<file path="src/hdl/lhp_pkg.sv">
// Shared types and constants for the latency histogram percentile engine.
`timescale 1ns / 1ps
package lhp_pkg;

    localparam int TOP_BIN   = 4095;
    localparam int BIN_W     = $clog2(TOP_BIN + 1);
    localparam int COUNT_W   = 32;
    localparam int OUT_BIN_W = 12;
    localparam int IN_DATA_W = 32;
    localparam int OUT_DATA_W = ((3 * OUT_BIN_W + 7) / 8) * 8;

    localparam logic [COUNT_W-1:0] COUNT_MAX    = '1;

    // ceil(2^k / d) with shift k, exact for any 32-bit dividend
    localparam logic [COUNT_W-1:0] MAG_HUNDRED  = 32'h51EB_851F;
    localparam int                 SH_HUNDRED   = 37;
    localparam logic [COUNT_W-1:0] MAG_THOUSAND = 32'h1062_4DD3;
    localparam int                 SH_THOUSAND  = 38;

    localparam logic ACT_ADD   = 1'b0;
    localparam logic ACT_QUERY = 1'b1;

    typedef enum logic [3:0] {
        ST_CLEAR,
        ST_IDLE,
        ST_ADD_RD,
        ST_ADD_WR,
        ST_DIV100,
        ST_DIV1000,
        ST_SCAN_RD,
        ST_SCAN_ACC,
        ST_RESULT
    } t_state;

    typedef struct packed {
        logic start;
        logic use_thousand;
    } t_div_req;

    typedef struct packed {
        logic               done;
        logic [COUNT_W-1:0] quot;
    } t_div_rsp;

endpackage

</file>
<file path="src/hdl/lhp_cdiv.sv">
// Reciprocal-multiply unit that divides the sample total by one hundred or one thousand.
`timescale 1ns / 1ps
module lhp_cdiv
    import lhp_pkg::*;
(
    input  logic               i_clk,
    input  logic               i_rst_n,
    input  t_div_req           i_req,
    input  logic [COUNT_W-1:0] i_dividend,
    output t_div_rsp           o_rsp
);

    logic                 r_done;
    logic                 r_thousand;
    logic [2*COUNT_W-1:0] r_prod;
    logic [COUNT_W-1:0]   magic;

    // floor(n / d) = (n * ceil(2^k / d)) >> k; quotient is ready the cycle after start
    assign magic = i_req.use_thousand ? MAG_THOUSAND : MAG_HUNDRED;

    always_ff @(posedge i_clk) begin
        if (!i_rst_n) begin
            r_done <= 1'b0;
        end else begin
            r_done <= i_req.start;
        end
    end

    always_ff @(posedge i_clk) begin
        if (i_req.start) begin
            r_prod     <= {{COUNT_W{1'b0}}, i_dividend} * {{COUNT_W{1'b0}}, magic};
            r_thousand <= i_req.use_thousand;
        end
    end

    assign o_rsp.done = r_done;
    assign o_rsp.quot = r_thousand ? COUNT_W'(r_prod[2*COUNT_W-1:SH_THOUSAND])
                                   : COUNT_W'(r_prod[2*COUNT_W-1:SH_HUNDRED]);

endmodule

</file>
<file path="config.mk">
export PLATFORM = sky130hd
export DESIGN_NAME = lhp_cdiv
export DESIGN_NICKNAME = d
export VERILOG_FILES = /design/src/hdl/lhp_pkg.sv /design/src/hdl/lhp_cdiv.sv
export SDC_FILE = /design/constraint.sdc
export NUM_CORES = 2
export LEC_CHECK = 0
export BUFFER_PORTS_ARGS = -buffer_cell sky130_fd_sc_hd__buf_2
export CAP_MARGIN = 20
export CORE_ASPECT_RATIO = 0.6
export CORE_MARGIN = 1.5
export CORE_UTILIZATION = 40
export CTS_CLUSTER_DIAMETER = 100
export DETAILED_ROUTE_END_ITERATION = 7
export PLACE_DENSITY = 0.6
export SLEW_MARGIN = 20
export SYNTH_ARGS = -nofsm -noshare
export SYNTH_HDL_FRONTEND = slang
export SYNTH_SLANG_ARGS = --single-unit
</file>
<file path="constraint.sdc">
create_clock -name i_clk -period 9.5 [get_ports i_clk]
set_input_delay 1.425 -clock i_clk [delete_from_list [all_inputs] [get_ports i_clk]]
set_output_delay 1.425 -clock i_clk [all_outputs]
set_load 0.05 [all_outputs]
</file>
==> flow_summary_export.csv <==
group,metric,value,unit
grt,grt_pass1_wl,112800,µm
clock_network,path_clk_slew,0.07,ns
clock_network,cts.sinks,28,
logic_synthesis,ys_ff_latch,28,
status,run_status,"complete, no violations",
routing,dr.pass1.iters,5,
routing,drc,0,
floorplan,die_h,189.0,µm
timing,timing.fmax,109.9,MHz
final_layout,fin_nets,3391,
timing,timing.final.crit_share,95.75,%
placement,numPortBuffers,62,
critical_path,worstPathArrival,9.10,ns
final_layout,fin_area,24660,µm²
grt,overflow,0,
run,max_cap_violations,0,
logic_synthesis,synth_cell_types,67,
placement,place.gp.congestion,1.023,
placement,place_worst_setup_slack,0.2673,ns
logic_synthesis,synth_flop_cell,"edfxtp_1",
placement,dp_hpwl,69030,µm
routing,wirelength,75790,µm
floorplan,die_x,313.0,µm
clock_network,cts_tree,"yes",
routing,num_vias,16198,
timing,tns,0,ns
timing,setup_viol,0,
floorplan,rows,67,
routing,vias_per_cell,5.091,
critical_path,end_kind,"flop",
clock_network,cts_repair_resize_count,0,
timing,maxSlewViolCount,0,
critical_path,critPathKind,"in -> reg",
critical_path,required,9.51,ns
timing,fin_crit,9.096,ns
logic_synthesis,ys_seq_area_share,3.602,%
timing,setup_ws,0.4042,ns
clock_network,cts-root-buf,"clkbuf_16",
routing,routedWlPerCell,23.82,µm
routing,ant_nets,0,
min_path,min_path_type,"in -> reg",
critical_path,path_max_fanout,51,
clock_network,cts_setup_buffers,0,
grt,antenna_found_initial,2,
timing,tightest_slew,0.9711,ns
logic_synthesis,yosysWarnings,0,
final_layout,area_growth,6.916,%
routing,drt-initial-drc-count,1639,
clock_network,cts-buffers-inserted,3,
clock_network,cts_hold_buffers,0,
floorplan,start_util,40.88,%
clock_network,h-tree-depth,1,
grt,grt_max_degree,52,
final_layout,final_layout_size_suffix_gt1_share,6.645,%
clock_network,clockBufferDepth,2,
timing,rsz0062_at_grt,"false",
logic_synthesis,synth.avg_cell_area,9.900,µm²
logic_synthesis,synthCells,2330,
grt,track_usage,26.28,%
floorplan,core_area,56420,µm²
grt,grt_pass1_vias,17172,
floorplan,ios,69,
logic_synthesis,async_flop_share,0,%
timing,max_slew_margin,35.02,%
logic_synthesis,syn-cell-area,23070,µm²
critical_path,start_kind,"input pin",
final_layout,diodes,0,
logic_synthesis,synth-edff-count,27,
placement,placed_area,24560,µm²
floorplan,die-area,59160,µm²
timing,hold_viol,0,
[per-stage QoR]
step	hold slack [ns]	std cells	util, %
after detailed placement	1.639	3177	43.53
final	1.365	3182	43.71
after floorplan	1.524	2365	-
after global routing	1.373	3182	43.71
after CTS	1.366	3181	43.69
after global placement	1.630	3177	43.53
[cell families (layout without fill, tap and decap cells)]
group                      after synthesis  in the layout  synth area share (%)
muxes                                   25             25                 1.221
DFF                                     28             28                 3.602
xor gates and xnor gates                91             91                 3.455
and+or+nand+nor                        314            314                 7.095
other                                    2             37               0.03256
buffers and inverters                  747            805                 12.29
AOI/OAI and AO/OA                      192            192                 5.267
adders and majority gates              931            931                 67.04
[cell usage in the layout, fill, tap and decap left out, drive strengths merged, types with 3 or more instances in the layout]
cell type,instances
o22ai,3
fa,508
conb,37
or2,13
xor2,24
nand3,19
ha,423
nand2b,11
a211oi,11
and3,31
o211ai,8
nor3,19
a311oi,3
xnor2,67
nand4,14
nor2,73
nand2,68
inv,697
edfxtp,27
a211o,3
mux2,25
a31oi,7
buf,103
clkbuf,4
nor2b,23
o21bai,8
a21o,23
o21ai,38
a21oi,65
and2,35
[synth_stat cells, types with 2 or more instances]
master	count	area [µm²]
clkbuf_1	34	127.6
buf_4	7	52.55
o21bai_1	8	60.06
nand2_1	68	255.2
nor3_1	18	90.09
nand2b_1	11	68.82
nor4_1	2	12.51
o21a_1	2	15.01
or2_2	13	81.33
nor2b_1	23	143.9
conb_1	2	7.510
o21ai_0	38	190.2
mux2_2	25	281.5
and2_1	34	212.7
xnor2_1	67	586.8
a21oi_1	65	325.3
a311oi_1	3	26.28
nand4_1	12	75.07
and3_1	31	193.9
buf_1	4	15.01
a211oi_1	11	82.58
buf_2	3	15.01
a21o_1	22	165.2
fa_1	508	10170
a211o_1	3	26.28
and4_1	2	17.52
o221ai_1	2	17.52
inv_2	3	11.26
ha_1	423	5293
o211ai_1	8	60.06
a221oi_1	2	17.52
inv_1	694	2605
nor2_1	73	274.0
nand3_1	18	90.09
a21bo_2	2	20.02
xor2_1	24	210.2
a31oi_1	7	43.79
edfxtp_1	27	810.8
o22ai_1	3	18.77
[metal layers]
| metal | part of all wire (%) | global-route usage (%) | up-vias | routed length [µm] |
|---|---|---|---|---|
| met3 | 15 | 11.74 | 20 | 11180 |
| met2 | 34 | 31.19 | 683 | 25720 |
| li1 | - | - | 7278 | - |
| met4 | 0.29 | 1.078 | 0 | 221 |
| met1 | 51 | 43.42 | 8217 | 38670 |
| met5 | 0 | 0 | - | 0 |
[worst max-delay path, cell delays in order]
cell and delay (ns):
buf_4 0.27, buf_4 0.31, nor2_1 0.72, ha_1 0.28, inv_1 0.05, fa_1 0.48, inv_1 0.05, fa_1 0.51
inv_1 0.07, fa_1 0.50, inv_1 0.05, fa_1 0.55, fa_1 0.44, fa_1 0.50, inv_1 0.05, fa_1 0.48
inv_1 0.04, ha_1 0.41, nand4_1 0.20, nor3_1 0.21, nand4_1 0.12, a211oi_1 0.47, o211ai_1 0.26, o21bai_1 0.24
a21oi_1 0.11, xnor2_1 0.13
[registers in the layout, indices dropped and copies added, names as in the netlist]
register,flops
r_thousand,1
r_done,1
r_prod,26
[final timing paths]
path	start	to	slack [ns]	depth (start not counted)
max	i_req[0]	r_prod[57]	0.40	26
min	i_rst_n	r_done	1.36	2
[cell type report]
class | count | area [µm²]
fill | 5481 | 31760
multi-input combinational | 1590 | 19530
inverter | 698 | 2620
tap | 759 | 949.7
sequential | 28 | 830.8
timing repair buffer | 103 | 640.6
clock buffer | 4 | 88.84
Power is left out: the tool's default activity adds up to more than one toggle a clock period on the data nets, which glitch-free logic cannot reach.
